`config.mk`:
```
export PLATFORM = sky130hd
export DESIGN_NAME = salfu_lookup
export DESIGN_NICKNAME = d
export VERILOG_FILES = /design/src/rtl/salfu_pkg.sv /design/src/rtl/salfu_lookup.sv
export SDC_FILE = /design/constraint.sdc
export NUM_CORES = 1
export LEC_CHECK = 0
export ABC_AREA = 1
export BUFFER_PORTS_ARGS = -buffer_cell sky130_fd_sc_hd__buf_2
export CELL_PAD_IN_SITES_DETAIL_PLACEMENT = 0
export CELL_PAD_IN_SITES_GLOBAL_PLACEMENT = 1
export CORE_AREA = 2 2 332 334
export DETAILED_ROUTE_END_ITERATION = 10
export DIE_AREA = 0 0 334 336
export PLACE_DENSITY_LB_ADDON = 0.1
export SYNTH_ARGS = -nofsm -noshare
export SYNTH_HDL_FRONTEND = slang
export SYNTH_SLANG_ARGS = --single-unit
```
`constraint.sdc`:
```
create_clock -name vclk -period 35.9
set_input_delay 3.59 -clock vclk [all_inputs]
set_output_delay 3.59 -clock vclk [all_outputs]
set_load 0.05 [all_outputs]
```
`src/rtl/salfu_pkg.sv`:
```
// Shared types and constants for the LFU cache tag directory.
`default_nettype none

package salfu_pkg;

    localparam int MAX_SET_BITS = 6;
    localparam int MAX_WAYS     = 8;
    localparam int COUNT_WIDTH  = 16;
    localparam int TAG_W        = 32;
    localparam int WORD_W       = 32;
    localparam int PADDR_W      = 4;

    localparam logic [2:0] SET_BITS_RST   = 3'd2;
    localparam logic [2:0] BLOCK_BITS_RST = 3'd2;
    localparam logic [5:0] TAG_BITS_RST   = 6'd28;
    localparam logic [3:0] WAYS_USED_RST  = 4'd2;

    typedef enum logic [1:0] {
        REG_SET_BITS,
        REG_BLOCK_BITS,
        REG_TAG_BITS,
        REG_WAYS_USED
    } reg_idx_t;

    typedef struct packed {
        logic [2:0] set_bits;
        logic [2:0] block_bits;
        logic [5:0] tag_bits;
        logic [3:0] ways_used;
    } cfg_t;

    typedef enum logic [1:0] {
        ST_CLEAR,
        ST_IDLE,
        ST_LOOK
    } state_t;

endpackage

`default_nettype wire

```
`src/rtl/salfu_lookup.sv`:
```
// Tag compare, LFU victim pick and count update over one set row.
`default_nettype none

module salfu_lookup
#(
    parameter int MAX_WAYS    = 8,
    parameter int COUNT_WIDTH = 16,
    localparam int LINE_W     = 1 + salfu_pkg::TAG_W + COUNT_WIDTH,
    localparam int ROW_W      = MAX_WAYS * LINE_W,
    localparam int WC_W       = $clog2(MAX_WAYS + 1),
    localparam int WAY_W      = (MAX_WAYS > 1) ? $clog2(MAX_WAYS) : 1
)
(
    input  logic [ROW_W-1:0]              row_i,
    input  logic [salfu_pkg::TAG_W-1:0]   tag_i,
    input  logic [WC_W-1:0]               ways_i,
    output logic                          hit_o,
    output logic [WAY_W-1:0]              way_o,
    output logic                          vic_valid_o,
    output logic [salfu_pkg::TAG_W-1:0]   vic_tag_o,
    output logic [ROW_W-1:0]              row_o
);

    // line layout: {valid, tag, count}
    logic                          hit;
    logic [WAY_W-1:0]              hit_way;
    logic [WAY_W-1:0]              min_way;
    logic [WAY_W-1:0]              sel;
    logic [COUNT_WIDTH-1:0]        best;
    logic [LINE_W-1:0]             line;
    logic [COUNT_WIDTH-1:0]        cnt;
    logic [COUNT_WIDTH-1:0]        cnt_new;

    always_comb
    begin
        hit     = 1'b0;
        hit_way = '0;
        for (int w = 0; w < MAX_WAYS; w++)
        begin
            if (!hit && (WC_W'(w) < ways_i) && row_i[w*LINE_W + LINE_W - 1]
                && (row_i[w*LINE_W + COUNT_WIDTH +: salfu_pkg::TAG_W] == tag_i))
            begin
                hit     = 1'b1;
                hit_way = WAY_W'(w);
            end
        end

        // first way with strictly lowest count
        best    = row_i[0 +: COUNT_WIDTH];
        min_way = '0;
        for (int w = 1; w < MAX_WAYS; w++)
        begin
            if ((WC_W'(w) < ways_i) && (row_i[w*LINE_W +: COUNT_WIDTH] < best))
            begin
                best    = row_i[w*LINE_W +: COUNT_WIDTH];
                min_way = WAY_W'(w);
            end
        end

        sel     = hit ? hit_way : min_way;
        line    = row_i[sel*LINE_W +: LINE_W];
        cnt     = line[COUNT_WIDTH-1:0];
        cnt_new = (&cnt) ? cnt : cnt + 1'b1;

        row_o = row_i;
        row_o[sel*LINE_W +: LINE_W] = {1'b1, tag_i, cnt_new};

        hit_o       = hit;
        way_o       = sel;
        vic_valid_o = hit ? 1'b0 : line[LINE_W-1];
        vic_tag_o   = hit ? '0 : line[COUNT_WIDTH +: salfu_pkg::TAG_W];
    end

endmodule

`default_nettype wire

```
==> results of run 1 <==
==> cells in the mapped netlist (2+ instances only) <==
cell,number
o2111ai_1,2
inv_1,339
nor2_4,3
nor4b_1,2
buf_6,8
a21oi_2,3
clkinv_1,14
o21ai_1,11
ha_1,101
nor2_2,5
nand2_1,853
a21oi_1,214
nor3_1,71
clkbuf_1,186
a311oi_1,19
buf_1,22
or2_2,26
o22ai_1,145
nand4_1,50
nor2_1,181
o21a_1,10
a211oi_1,36
a2111oi_0,2
xor2_1,36
nor4_1,38
mux2i_1,6
o21bai_1,5
or4_1,14
inv_2,8
nand2_4,5
xnor2_1,37
and3_1,6
a21boi_1,18
buf_2,19
nand3_2,14
nand2_2,18
mux2_2,8
nand3_1,168
a221oi_1,10
o211ai_1,35
a31oi_1,6
o21ai_0,414
==> final cells by class <==
cell class                 instances  area (µm²)
fill                           13230       86710
multi-input combinational       2579       13790
tap                             1414        1769
inverter                         361        1358
antenna                           15       37.54
timing repair buffer             916        4732
==> worst max-delay path, delay by kind of cell <==
kind,cells,cell delay (ns)
AND/OR/NAND/NOR,20,6.19
AO/OA/AOI/OAI,23,6.02
adder cells (fa/ha/maj),8,2.65
buffers and inverters,9,3.66
==> cell usage in the layout, fill, tap and decap left out, drive strengths merged, types with 19 or more instances in the layout <==
master and instances:
xnor2 37, o211ai 35, o21ai 426, buf 916, a21oi 217, a311oi 19
nor4 38, inv 346, nor3 72, nand3 183, or2 26, nand2 876
ha 101, nand4 50, xor2 36, nor2 189, o22ai 145, a211oi 36
==> routing by layer <==
metal	share of wire [%]	vias to the layer above	track usage (%)	wire length, µm
li1	-	12180	-	-
met1	36	12980	34.35	67640
met2	51	1420	60.47	97080
met3	6.1	384	4.014	11470
met4	6.4	42	16.85	12130
met5	0.14	-	0	267
==> final timing paths <==
kind / start / to / slack [ns]
hold / removal: row_i[386] / row_o[386] / 7.61
setup / recovery: row_i[12] / row_o[236] / 9.96
==> cells by family (layout without fill, tap and decap cells) <==
group / Yosys count / after routing / share of synthesized area (%)
AND/OR/NAND/NOR: 1456 / 1456 / 39.66
AO/OA/AOI/OAI: 935 / 935 / 32.98
buffers and inverters: 597 / 1277 / 14.54
adder cells (fa/ha/maj): 101 / 101 / 7.891
XOR/XNOR: 73 / 73 / 3.992
multiplexers: 14 / 14 / 0.9375
other: 0 / 15 / 0
==> metrics by stage <==
stage	hold slack, ns	cells	util (%)	area (µm²)	setup slack, ns
3_3_place_gp	7.599	5270	19.97	21650	9.981
4_1_cts	7.605	5270	19.97	21650	9.803
6_report	7.606	5285	20.01	21690	9.962
3_5_place_dp	7.604	5270	19.97	21650	9.825
5_1_grt	7.624	5273	19.98	21660	8.013
2_1_floorplan	7.426	3176	-	16020	13.95
==> flow_summary_export.csv, run 1 <==
group,metric,value,unit
min_path,min_delay_path_depth,4,
global_route,grt.overflow.total,0,
routing,ant_nets,0,
routing,wire_per_inst,35.68,µm
global_route,grt_pass1_vias,26950,
routing,route.detailed.drc,0,
setup_path,crit_fanout,104,
setup_path,start_kind,"input pin",
placement,gp_congestion,0.9858,
global_route,antenna_found_initial,41,
logic_synthesis,synth.distinct_cells,50,
setup_path,cpPeakStageDelay,0.87,ns
timing,slew_viol_final,0,
placement,place_hpwl,159000,µm
clock_network,hold_buffers,0,
global_route,grt_max_degree,105,
logic_synthesis,syn-num-nets,3705,
logic_synthesis,synth_top_cell_by_area,"nand2_1",
finish,nClkBuffers,0,
floorplan,core_area,0.1084,mm²
run,maxCapViolCount,0,
routing,firstDrtPassIters,5,
timing,post-route-period-util,72.25,%
placement,port_buffers,857,
timing,worstMarginPinSlew,1.135,ns
routing,via_per_inst,5.111,
setup_path,crit_top_cell,"o21ai_0",
timing,setup-tns-final,0,ns
clock_network,ctsResizeCount,0,
finish,seq_cells,0,
floorplan,die-height,336,µm
setup_path,critPathCaptureType,"output pin",
timing,period_minus_slack,25.94,ns
floorplan,io_pins,857,
floorplan,die_w,334,µm
finish,drive_gt1_share,26.45,%
logic_synthesis,seq_area_frac_synth,0,%
timing,max_freq,38.55,MHz
finish,seq_area,0,µm²
logic_synthesis,yosysTopAreaCellShare,19.99,%
min_path,hold_class,"in2out",
routing,num_vias,27010,
outcome,status,"complete, no violations",
logic_synthesis,synth_warnings,0,
logic_synthesis,synthCells,3176,
setup_path,critPathArrivalTime,22.35,ns
timing,final-setup-viol-count,0,
setup_path,crit_required,32.31,ns
finish,syn_to_final_growth,35.41,%
timing,finalHoldViolations,0,
clock_network,post-cts-setup-buffers,0,
logic_synthesis,synthesis.area,0.01602,mm²
logic_synthesis,yosys-top-cells-area,"nand2_1 20%, o21ai_0 13%, inv_1 7.9%",
timing,slew_headroom,23.67,%
timing,rsz0062_at_grt,"no",
floorplan,initial_utilization,14.77,%
routing,drt_iter0_drc,2317,
floorplan,rows,121,
global_route,grt_use_total,31.91,%
setup_path,critPathKind,"in2out",
setup_path,slowest_stage,"o21ai_0",
routing,wirelength,188600,µm
global_route,grt_pass1_wl,243600,µm
floorplan,fp.dieArea,0.1122,mm²
finish,nets,4387,
logic_synthesis,avgSynthCellArea,5.043,µm²
==> run 2, diff against run 1 <==
--- a/config.mk
+++ b/config.mk
@@ -9,9 +9,9 @@
 export BUFFER_PORTS_ARGS = -buffer_cell sky130_fd_sc_hd__buf_2
 export CELL_PAD_IN_SITES_DETAIL_PLACEMENT = 0
 export CELL_PAD_IN_SITES_GLOBAL_PLACEMENT = 1
-export CORE_AREA = 2 2 332 334
+export CORE_AREA = 2 2 329 331
 export DETAILED_ROUTE_END_ITERATION = 10
-export DIE_AREA = 0 0 334 336
+export DIE_AREA = 0 0 331 333
 export PLACE_DENSITY_LB_ADDON = 0.1
 export SYNTH_ARGS = -nofsm -noshare
 export SYNTH_HDL_FRONTEND = slang
==> constraint.sdc (replaced) <==
create_clock -name vclk -period 24.7
set_input_delay 2.47 -clock vclk [all_inputs]
set_output_delay 2.47 -clock vclk [all_outputs]
set_load 0.05 [all_outputs]
==> run 2 against run 1 <==
Compared with the run above: utilization increased by 0.40 points; flip-flop and latch count unchanged; final area increased by 0.32%; non-clock buffer count increased by 6; hold slack got worse by 2.2 ns; final cell count about the same; die area decreased by 1.8%; setup slack got worse by 8.2 ns; sequential share of layout area unchanged; via count decreased by 0.33%.
==> flow_summary_export.csv, run 2 (synthesis gave the netlist of run 1 again) <==
group,metric,value,unit
global_route,grt_use_total,32.24,%
setup_path,critPathArrivalTime,20.47,ns
finish,nets,4393,
routing,via_per_inst,5.095,
routing,wire_per_inst,35.38,µm
floorplan,initial_utilization,15.02,%
finish,syn_to_final_growth,35.84,%
finish,nClkBuffers,0,
routing,num_vias,26920,
finish,drive_gt1_share,26.57,%
global_route,grt_pass1_vias,27210,
timing,max_freq,43.60,MHz
floorplan,fp.dieArea,0.1102,mm²
floorplan,io_pins,857,
run,maxCapViolCount,0,
placement,port_buffers,857,
setup_path,slowest_stage,"a21oi_1",
min_path,hold_end,"row_o[374]",
finish,num-fill-cells,13030,
timing,post-route-period-util,92.86,%
timing,rsz0062_at_grt,"no",
floorplan,core_area,0.1066,mm²
setup_path,start_kind,"input pin",
setup_path,cpPeakStageDelay,0.97,ns
finish,final_common_cell,"buf_2",
min_path,min-delay-start,"row_i[374]",
global_route,antenna_found_initial,45,
floorplan,rows,120,
placement,gp_congestion,0.9964,
floorplan,die-height,333,µm
setup_path,crit_top_cell,"o21ai_0",
setup_path,critPathCaptureType,"output pin",
routing,firstDrtPassIters,6,
floorplan,die_w,331,µm
routing,wirelength,186900,µm
min_path,hold_class,"in2out",
setup_path,crit_fanout,80,
routing,route.detailed.drc,0,
finish,multi_input_area,0.01379,mm²
finish,utilization,20.41,%
finish,seq_area,0,µm²
timing,final-setup-viol-count,0,
global_route,grt.overflow.total,0,
setup_path,critPathKind,"in2out",
timing,worstMarginPinSlew,1.180,ns
routing,ant_nets,0,
routing,drt_iter0_drc,2378,
timing,slew_headroom,20.58,%
finish,layout_common_cells,"857 x buf_2, 851 x nand2_1, 414 x o21ai_0, 338 x inv_1, 213 x a21oi_1",
min_path,min_delay_path_depth,4,
timing,slew_viol_final,0,
finish,seq_cells,0,
outcome,status,"complete, no violations",
setup_path,crit_required,22.23,ns
timing,finalHoldViolations,0,
placement,place_hpwl,158600,µm
timing,setup-tns-final,0,ns
timing,period_minus_slack,22.94,ns
global_route,grt_max_degree,81,
global_route,grt_pass1_wl,242000,µm
[run 2: worst max-delay path by stage]
stage	startpoint	endpoint	slack, ns	cells past startpoint
finish	row_i[5]	row_o[211]	1.76	61
global route	row_i[5]	row_o[211]	0.17	61
CTS	row_i[5]	row_o[211]	1.47	61
detailed placement	row_i[5]	row_o[211]	1.51	61
global placement	row_i[5]	row_o[211]	1.67	61
floorplan	row_i[15]	row_o[310]	4.99	75
[run 2: worst max-delay path: cells and delay by family]
| family | cells | cell delay (ns) |
|---|---|---|
| fa+ha+maj | 8 | 2.89 |
| buf+inv | 6 | 2.17 |
| simple gates | 25 | 6.74 |
| compound gates | 22 | 6.03 |
[run 2: through the flow]
stage          worst slack, ns  hold slack, ns  cells  cell area, µm²
2_1_floorplan            4.993           5.186   3176           16020
3_3_place_gp             1.670           5.367   5265           21700
3_5_place_dp             1.510           5.367   5265           21700
4_1_cts                  1.469           5.367   5265           21700
5_1_grt                 0.1691           5.381   5267           21710
6_report                 1.763           5.369   5284           21750
[run 2: final cells by class]
cell class / instances / area share [%]
Inverter: 361 / 6.252
Tap cell: 1403 / 8.069
Multi-Input combinational cell: 2579 / 63.39
Timing Repair Buffer: 922 / 22.07
Antenna cell: 19 / 0.2186
[run 2: what timing repair did]
| item | CTS | global route |
|---|---|---|
| buffers inserted | 0 | 0 |
| hold buffers | 0 | 0 |
| setup endpoints to repair | 0 | 1 |
| endpoints found under the hold margin | 0 | 0 |
| gates resized for setup | 0 | 1 |
[run 2: metal layers]
metal  track usage, %  routed length (µm)  vias up
met5                0                 168        -
met4            16.36               12070       24
met3            4.920               11880      363
met2            60.86               96260     1387
met1            34.13               66570    12940
li1                 -                   -    12210
