--- src/rtl/salfu_pkg.sv ---
// Shared types and constants for the LFU cache tag directory.
`default_nettype none

package salfu_pkg;

    localparam int MAX_SET_BITS = 6;
    localparam int MAX_WAYS     = 8;
    localparam int COUNT_WIDTH  = 16;
    localparam int TAG_W        = 32;
    localparam int WORD_W       = 32;
    localparam int PADDR_W      = 4;

    localparam logic [2:0] SET_BITS_RST   = 3'd2;
    localparam logic [2:0] BLOCK_BITS_RST = 3'd2;
    localparam logic [5:0] TAG_BITS_RST   = 6'd28;
    localparam logic [3:0] WAYS_USED_RST  = 4'd2;

    typedef enum logic [1:0] {
        REG_SET_BITS,
        REG_BLOCK_BITS,
        REG_TAG_BITS,
        REG_WAYS_USED
    } reg_idx_t;

    typedef struct packed {
        logic [2:0] set_bits;
        logic [2:0] block_bits;
        logic [5:0] tag_bits;
        logic [3:0] ways_used;
    } cfg_t;

    typedef enum logic [1:0] {
        ST_CLEAR,
        ST_IDLE,
        ST_LOOK
    } state_t;

endpackage

`default_nettype wire

--- src/rtl/salfu_cfg.sv ---
// APB register file holding the address split and way count settings.
`default_nettype none

module salfu_cfg
(
    input  logic                             clk,
    input  logic                             rst_n,
    input  logic                             psel,
    input  logic                             penable,
    input  logic                             pwrite,
    input  logic [salfu_pkg::PADDR_W-1:0]    paddr,
    input  logic [salfu_pkg::WORD_W-1:0]     pwdata,
    output logic [salfu_pkg::WORD_W-1:0]     prdata,
    output logic                             pready,
    output salfu_pkg::cfg_t                  cfg
);

    salfu_pkg::cfg_t     cfg_reg;
    salfu_pkg::cfg_t     cfg_next;
    salfu_pkg::reg_idx_t idx;
    logic                wr_en;

    assign idx    = salfu_pkg::reg_idx_t'(paddr[3:2]);
    assign wr_en  = psel && penable && pwrite;
    assign pready = 1'b1;
    assign cfg    = cfg_reg;

    always_comb
    begin
        cfg_next = cfg_reg;
        if (wr_en)
        begin
            case (idx)
                salfu_pkg::REG_SET_BITS:   cfg_next.set_bits   = pwdata[2:0];
                salfu_pkg::REG_BLOCK_BITS: cfg_next.block_bits = pwdata[2:0];
                salfu_pkg::REG_TAG_BITS:   cfg_next.tag_bits   = pwdata[5:0];
                salfu_pkg::REG_WAYS_USED:  cfg_next.ways_used  = pwdata[3:0];
                default:                   cfg_next = cfg_reg;
            endcase
        end
    end

    always_comb
    begin
        case (idx)
            salfu_pkg::REG_SET_BITS:   prdata = 32'(cfg_reg.set_bits);
            salfu_pkg::REG_BLOCK_BITS: prdata = 32'(cfg_reg.block_bits);
            salfu_pkg::REG_TAG_BITS:   prdata = 32'(cfg_reg.tag_bits);
            salfu_pkg::REG_WAYS_USED:  prdata = 32'(cfg_reg.ways_used);
            default:                   prdata = '0;
        endcase
    end

    always_ff @(posedge clk or negedge rst_n)
    begin
        if (!rst_n)
        begin
            cfg_reg.set_bits   <= salfu_pkg::SET_BITS_RST;
            cfg_reg.block_bits <= salfu_pkg::BLOCK_BITS_RST;
            cfg_reg.tag_bits   <= salfu_pkg::TAG_BITS_RST;
            cfg_reg.ways_used  <= salfu_pkg::WAYS_USED_RST;
        end
        else
        begin
            cfg_reg <= cfg_next;
        end
    end

endmodule

`default_nettype wire

--- config.mk ---
export PLATFORM = sky130hd
export DESIGN_NAME = salfu_cfg
export DESIGN_NICKNAME = d
export VERILOG_FILES = /design/src/rtl/salfu_pkg.sv /design/src/rtl/salfu_cfg.sv
export SDC_FILE = /design/constraint.sdc
export NUM_CORES = 1
export LEC_CHECK = 0
export BUFFER_PORTS_ARGS = -buffer_cell sky130_fd_sc_hd__buf_4
export CAP_MARGIN = 15
export CORE_UTILIZATION = 40
export CTS_CLUSTER_DIAMETER = 60
export DETAILED_ROUTE_END_ITERATION = 8
export PLACE_DENSITY = 0.95
export REMOVE_ABC_BUFFERS = 1
export SYNTH_ARGS = -nofsm -noshare
export SYNTH_HDL_FRONTEND = slang
export SYNTH_SLANG_ARGS = --single-unit
--- constraint.sdc ---
create_clock -name clk -period 2.3 [get_ports clk]
set_clock_uncertainty 0.1 [all_clocks]
set_input_delay 0.345 -clock clk [delete_from_list [all_inputs] [get_ports clk]]
set_output_delay 0.345 -clock clk [all_outputs]
set_load 0.01 [all_outputs]
==> impl_results.rst, run 1 <==
.. list-table::
   :header-rows: 1

   * - Metric
     - Value
   * - Htree depth
     - 1
   * - Die width
     - 52.2 um
   * - Cell Area, Synth
     - 1010 um^2
   * - Seq/Total Area, Yosys
     - 40.4%
   * - TritonCTS clock tree
     - built
   * - Max VDD drop
     - 0.337 mV
   * - Cell family with most CP delay
     - multiplexers
   * - Max-cap violation count
     - 0
   * - Y dimension of the die
     - 52.2 um
   * - Prevailing post-synth register cell
     - dfrtp_1
   * - Buf/Inv on CP
     - 1
   * - Outcome
     - finished, final reports clean
   * - Num ports
     - 90
   * - Number of global-route vias before repair
     - 557
   * - Crit path max fanout
     - 3
   * - Endpoint required time on the critical path
     - 1860 ps
   * - Clk slew on worst S/H paths
     - 100 ps
   * - LEAKAGE
     - 0.620 nW
   * - Cell count after synthesis
     - 76
   * - Number of buffers added to fix hold violations after cts
     - 1
   * - Port Buffer Count
     - 34
   * - Maximum achievable frequency
     - 0.557 GHz
   * - Critical Path Max Stage Delay
     - 510 ps
   * - Cell taking the most area after synthesis
     - dfrtp_1
   * - Number of synthesized flops with an enable pin
     - 0
   * - Clock sink count
     - 16
   * - Die area
     - 2730 um^2
   * - Cell with the largest stage delay on the worst path
     - mux4_1
   * - Per-cell via count in the routed design
     - 4.46
   * - Antenna violation net count after detailed routing
     - 0
   * - Path category of the worst min-delay check
     - input port to flop
   * - Largest net degree at the start of global routing
     - 17
   * - Remaining Overflow, GRT
     - 0
   * - Number of flip-flops under the largest register name
     - 16
   * - Total wire length
     - 1.82 mm
   * - Half-perimeter wire length after detailed placement
     - 1.39 mm
   * - Router iterations before antenna repair
     - 4
   * - Largest cells by area after synthesis
     - dfrtp_1, buf_4, dfstp_2, mux2_2, mux4_1
   * - Pwr per Cell Area
     - 753 nW/um^2
   * - Vias
     - 620
   * - Met3 Routed Length
     - 169 um
   * - Arrival time of the worst setup path
     - 1350 ps
   * - Final-report hold violation count
     - 0
   * - Synthesized area per cell
     - 13.3 um^2
   * - Number of instances resized during post-cts repair
     - 0
   * - Number of pins exceeding their max-slew limit in the final report
     - 0
   * - Initial antenna violation count
     - 0
   * - Initial Util
     - 43.9%
   * - Root buffer cell
     - clkbuf_4
   * - Total number of placement rows
     - 17
   * - Clk Latency, worst-skew pair
     - 290 ps
   * - Synthesis-stage register bit count
     - 16
   * - Total of endpoints with negative setup slack in the final report
     - 0
   * - Final critical-path required period
     - 1800 ps
   * - Fraction of post-synthesis cell area in the top cell type by area
     - 24.8%
   * - Asr flop ratio synth
     - 100%
   * - Post-CTS repair timing setup buffer count
     - 0
   * - Number of warning messages in the yosys log
     - 0
   * - Stages on worst setup path
     - 2
   * - Kind of start point of the critical path
     - flop
   * - Setup TNS
     - 0 ps
   * - Final weighted congestion of routability-driven global placement
     - 0.781
   * - Highest metal layer with signal wires
     - met3
   * - Total power of the final layout
     - 0.906 mW
   * - Final Cycle Share
     - 78.1%
   * - Placeable core region
     - 2300 um^2
   * - List of most frequent post-synthesis cells
     - buf_4, mux2_2, dfrtp_1
   * - Unique masters post-synth
     - 17
   * - Most instantiated library cell after synthesis
     - buf_4
   * - NumNets Final
     - 153
   * - Critical path endpoint category
     - output port
   * - Cell Chain, Critical Path
     - mux4_1, buf_4
   * - Type of the setup path with the least slack
     - flop to output port
   * - FF-to-FF path depth
     - 1
   * - Number of diodes
     - 0
   * - Remaining design rule violation count
     - 0
   * - Fraction of layout cells with a size suffix above 1
     - 56.8%
   * - Wire length of the first global-routing pass
     - 2.59 mm
   * - Sum of routed wire segments on met1
     - 751 um
   * - Hold Path Depth
     - 2
   * - Routed length per instance
     - 13.1 um
   * - Area added between synthesis and finish
     - 19.4%
   * - Setup repair after global routing missed its margin
     - false
   * - Detailed route wirelength on metal2
     - 897 um
   * - Overall global routing resource usage
     - 13.4%
   * - Max Root-Sink Buffers
     - 2
   * - Number of buffers added by the clock tree synthesis step
     - 3
   * - First DRT Iteration DRCs
     - 5
-- through the flow --
stage	instance area, um^2	utilization (%)	cells	hold slack, ps	setup slack, ps
global placement	1170	50.8	134	105	612
floorplan	877	-	72	-50.6	895
finish	1200	52.4	139	190	504
detailed placement	1170	50.8	134	115	608
global route	1200	52.4	139	176	462
CTS	1200	52.4	139	179	486
-- where the power goes --
group          leakage, nW  internal (mW)  switching (mW)
clock network       0.0150         0.0673          0.0887
logic                0.419          0.198           0.139
registers            0.186          0.365          0.0477
-- layer usage --
metal | GRT usage, % | vias up
li1 | - | 282
met1 | 16.8 | 292
met2 | 21.4 | 46
met3 | 3.19 | 0
met4 | 7.02 | 0
met5 | 0 | -
-- logic make-up (layout without fill, tap and decap cells) --
family                 after synthesis  count (layout)  synth area share, %
and+or+nand+nor                      9               9                 8.69
buffers and inverters               29              39                 22.3
muxes                               20              20                 27.8
other                                2              27                0.745
DFF                                 16              16                 40.4
-- final timing paths --
| path | from | end | slack [ps] |
|---|---|---|---|
| setup reg to reg | cfg[3] | cfg[3] | 1420 |
| setup / recovery | cfg[12] | prdata[2] | 500 |
| min in group asynchronous | rst_n | cfg[3] | 350 |
| hold / removal | pwdata[4] | cfg[8] | 190 |
| hold reg to reg | cfg[0] | cfg[0] | 440 |
| max in group asynchronous | rst_n | cfg[14] | 1500 |
-- cell usage in the layout, fill, tap and decap left out --
master	n
and3_1	1
and3b_1	2
buf_4	34
clkbuf_1	1
clkbuf_4	3
conb_1	27
dfrtp_1	10
dfstp_2	6
dlygate4sd3_1	1
mux2_2	13
mux2_4	3
mux2i_1	1
mux4_1	3
nand3_1	1
nand3_2	1
nor2b_1	1
nor3b_2	1
nor3b_4	1
or3_4	1
-- cell type report --
| cell class | count | area (um^2) |
|---|---|---|
| fillers | 210 | 1090 |
| multi-input cells | 56 | 469 |
| flip-flops and latches | 16 | 408 |
| repair buffers | 35 | 265 |
| well taps | 28 | 35.0 |
| clock buffers | 4 | 26.3 |
Note: power is estimated with default switching activity, not from simulation.
==> run 2, diff against run 1 <==
Settings changed: CORE_UTILIZATION 40 to 33, PLACE_DENSITY 0.95 to 0.86.
Clock period 2.3 ns to 1.6 ns, I/O delays scaled along.
==> run 2 against run 1 <==
The flow now finishes with violations (DRC, setup timing). Sequential share of layout area fell by 1.5 points. Non-clock buffer count rose by 7. Final area rose by 4.7%. Cell count rose by 7.2%. Clock power rose by 47%. First-iteration DRC count rose to 7.4 times the previous value. Count of clock-buffer cells in the layout did not move.
==> impl_results.rst, run 2 (synthesis gave the netlist of run 1 again) <==
.. list-table::
   :header-rows: 1

   * - Metric
     - Value
   * - LEAKAGE
     - 0.643 nW (+3.7%)
   * - Initial Util
     - 35.6% (-8.3 points)
   * - Violations in the final reports
     - DRC, setup timing
   * - Critical path endpoint category
     - output port
   * - Max-cap violation count
     - 0 (unchanged)
   * - Crit path max fanout
     - 3 (unchanged)
   * - Total number of placement rows
     - 19 (+2)
   * - Pwr per Cell Area
     - 1110 nW/um^2 (+47%)
   * - Die area
     - 3280 um^2 (+20%)
   * - Num ports
     - 90 (unchanged)
   * - Initial antenna violation count
     - 0 (unchanged)
   * - Endpoint required time on the critical path
     - 1260 ps (-600 ps)
   * - Max Root-Sink Buffers
     - 2 (unchanged)
   * - Post-DP Area
     - 1170 um^2 (+0.32%)
   * - Remaining Overflow, GRT
     - 0 (unchanged)
   * - Max VDD drop
     - 0.396 mV (+17%)
   * - Root buffer cell
     - clkbuf_4
   * - Critical Path Max Stage Delay
     - 480 ps (-30 ps)
   * - PnR worst setup slack
     - -46.1 ps (-550 ps)
   * - Cell Chain, Critical Path
     - mux4_2, buf_6
   * - Combined area of the multi-input logic cells
     - 458 um^2 (-2.4%)
   * - Htree depth
     - 1 (unchanged)
   * - Top library cells by usage in the layout, fill and taps aside
     - buf_4, conb_1, mux2_2
   * - Area added between synthesis and finish
     - 24.9%
   * - Most common cell after layout, fill and taps aside
     - buf_4
   * - Start point of the critical path
     - cfg[2]
   * - Critical path endpoint
     - prdata[2]
   * - Router iterations before antenna repair
     - 6 (+2)
   * - Die width
     - 57.3 um (+9.7%)
   * - First DRT Iteration DRCs
     - 37 (+32)
   * - Clk Latency, worst-skew pair
     - 280 ps (about the same)
   * - Remaining design rule violation count
     - 9 (+9)
   * - TritonCTS clock tree
     - built
   * - Kind of start point of the critical path
     - flop
   * - Final weighted congestion of routability-driven global placement
     - 0.690 (-12%)
   * - Worst reg2reg path startpoint
     - cfg[12]
   * - Per-cell via count in the routed design
     - 4.46 (about the same)
   * - Routed length per instance
     - 13.2 um (+1.1%)
   * - Outcome
     - complete, but fails checks
   * - Final Cycle Share
     - 103%
   * - Antenna violation net count after detailed routing
     - 0 (unchanged)
   * - Number of global-route vias before repair
     - 638 (+15%)
   * - Clock sink count
     - 16 (unchanged)
   * - Cell area after layout
     - 1260 um^2 (+4.7%)
   * - Flip-flop and latch area
     - 408 um^2 (unchanged)
   * - Y dimension of the die
     - 57.3 um (+9.7%)
   * - Number of buffers added by the clock tree synthesis step
     - 3 (unchanged)
   * - Setup repair after global routing missed its margin
     - true
   * - Largest net degree at the start of global routing
     - 17 (unchanged)
   * - NumNets Final
     - 160 (+4.6%)
   * - FF-to-FF path depth
     - 2 (+1)
   * - Type of the setup path with the least slack
     - flop to output port
   * - Post-route insts no fill
     - 149 (+7.2%)
   * - Reg2Reg Setup Slack
     - 600 ps (-820 ps)
   * - Setup TNS
     - -88.9 ps (-88.9 ps)
   * - Total of endpoints with negative setup slack in the final report
     - 3 (+3)
   * - Vias
     - 664 (+7.1%)
   * - Overall global routing resource usage
     - 12.8% (-0.57 points)
   * - Number of pins exceeding their max-slew limit in the final report
     - 0 (unchanged)
   * - Arrival time of the worst setup path
     - 1310 ps (-40 ps)
   * - Filler cell count in the final layout
     - 273 (+30%)
   * - Wire length of the first global-routing pass
     - 3.04 mm (+17%)
   * - Cell with the largest stage delay on the worst path
     - mux4_2
   * - Endpoint of the lowest-slack register-to-register path
     - cfg[12]
   * - Clk slew on worst S/H paths
     - 100 ps (about the same)
   * - Final-report hold violation count
     - 0 (unchanged)
   * - Placed cell count
     - 137 (+2.2%)
   * - Final critical-path required period
     - 1650 ps
   * - Maximum achievable frequency
     - 0.608 GHz
   * - Path category of the worst min-delay check
     - input port to flop
   * - Number of diodes
     - 0 (unchanged)
   * - Port Buffer Count
     - 34 (unchanged)
   * - Fraction of layout cells with a size suffix above 1
     - 61.9% (+5.1 points)
   * - Placeable core region
     - 2830 um^2 (+23%)
   * - Total wire length
     - 1.97 mm (+8.4%)
   * - Total power of the final layout
     - 1.39 mW (+54%)
   * - Number of flip-flops under the largest register name
     - 16 (unchanged)
==> run 2: cell types whose count changed in the layout (fill, tap and decap cells not counted), sizes merged <==
cell and change:
buf +7
==> run 2: final cells by class <==
| type | instances | share of cell area, % |
|---|---|---|
| well taps | 31 | 3.08 |
| repair buffers | 42 | 26.1 |
| multi-input cells | 56 | 36.3 |
| clock buffers | 4 | 2.09 |
| flip-flops and latches | 16 | 32.4 |
==> run 2: per-stage QoR <==
step	hold WS (ps)	setup WS (ps)	utilization (%)
6_report	80.2	-46.1	44.5
5_1_grt	69.1	-83.4	44.5
4_1_cts	76.4	-54.1	44.5
3_5_place_dp	7.59	115	41.4
3_3_place_gp	0.430	113	41.4
2_1_floorplan	-156	300	-
==> run 2: timing repair <==
item / CTS / global route
gates resized for setup: 6 / 0
endpoints found under the hold margin: 16 / 0
buffers inserted: 7 / 0
hold buffers: 1 / 0
cloned: 0 / 0
setup endpoints to repair: 3 / 3
==> run 2: worst max-delay path: cells and delay by family, from the launching register on <==
family / cells / cell delay, ps
muxes: 1 / 480
DFF: 1 / 410
buffers and inverters: 1 / 140
==> run 2: worst min path at each step <==
stage / cells past startpoint / from / to / slack (ps)
floorplan: 0 / rst_n / cfg[0] / -160
global placement: 1 / rst_n / cfg[9] / 0.4
detailed placement: 1 / rst_n / cfg[9] / 8
CTS: 2 / pwdata[4] / cfg[8] / 80
global route: 2 / pwdata[4] / cfg[8] / 70
finish: 2 / pwdata[5] / cfg[9] / 80
==> run 2: where the power goes <==
| group | internal [mW] | total (mW) | switching [mW] |
|---|---|---|---|
| logic | 0.348 | 0.577 | 0.228 |
| registers | 0.525 | 0.588 | 0.0636 |
| clock network | 0.0968 | 0.229 | 0.132 |
| total | 0.970 | 1.39 | 0.424 |
==> run 2: per-layer routing <==
layer | GRT usage [%] | routed length [um] | share of wire (%)
met1 | 13.0 | 754 | 38
met2 | 24.4 | 1060 | 54
met3 | 3.85 | 148 | 7.5
met4 | 5.23 | 6 | 0.30
met5 | 0 | 0 | 0
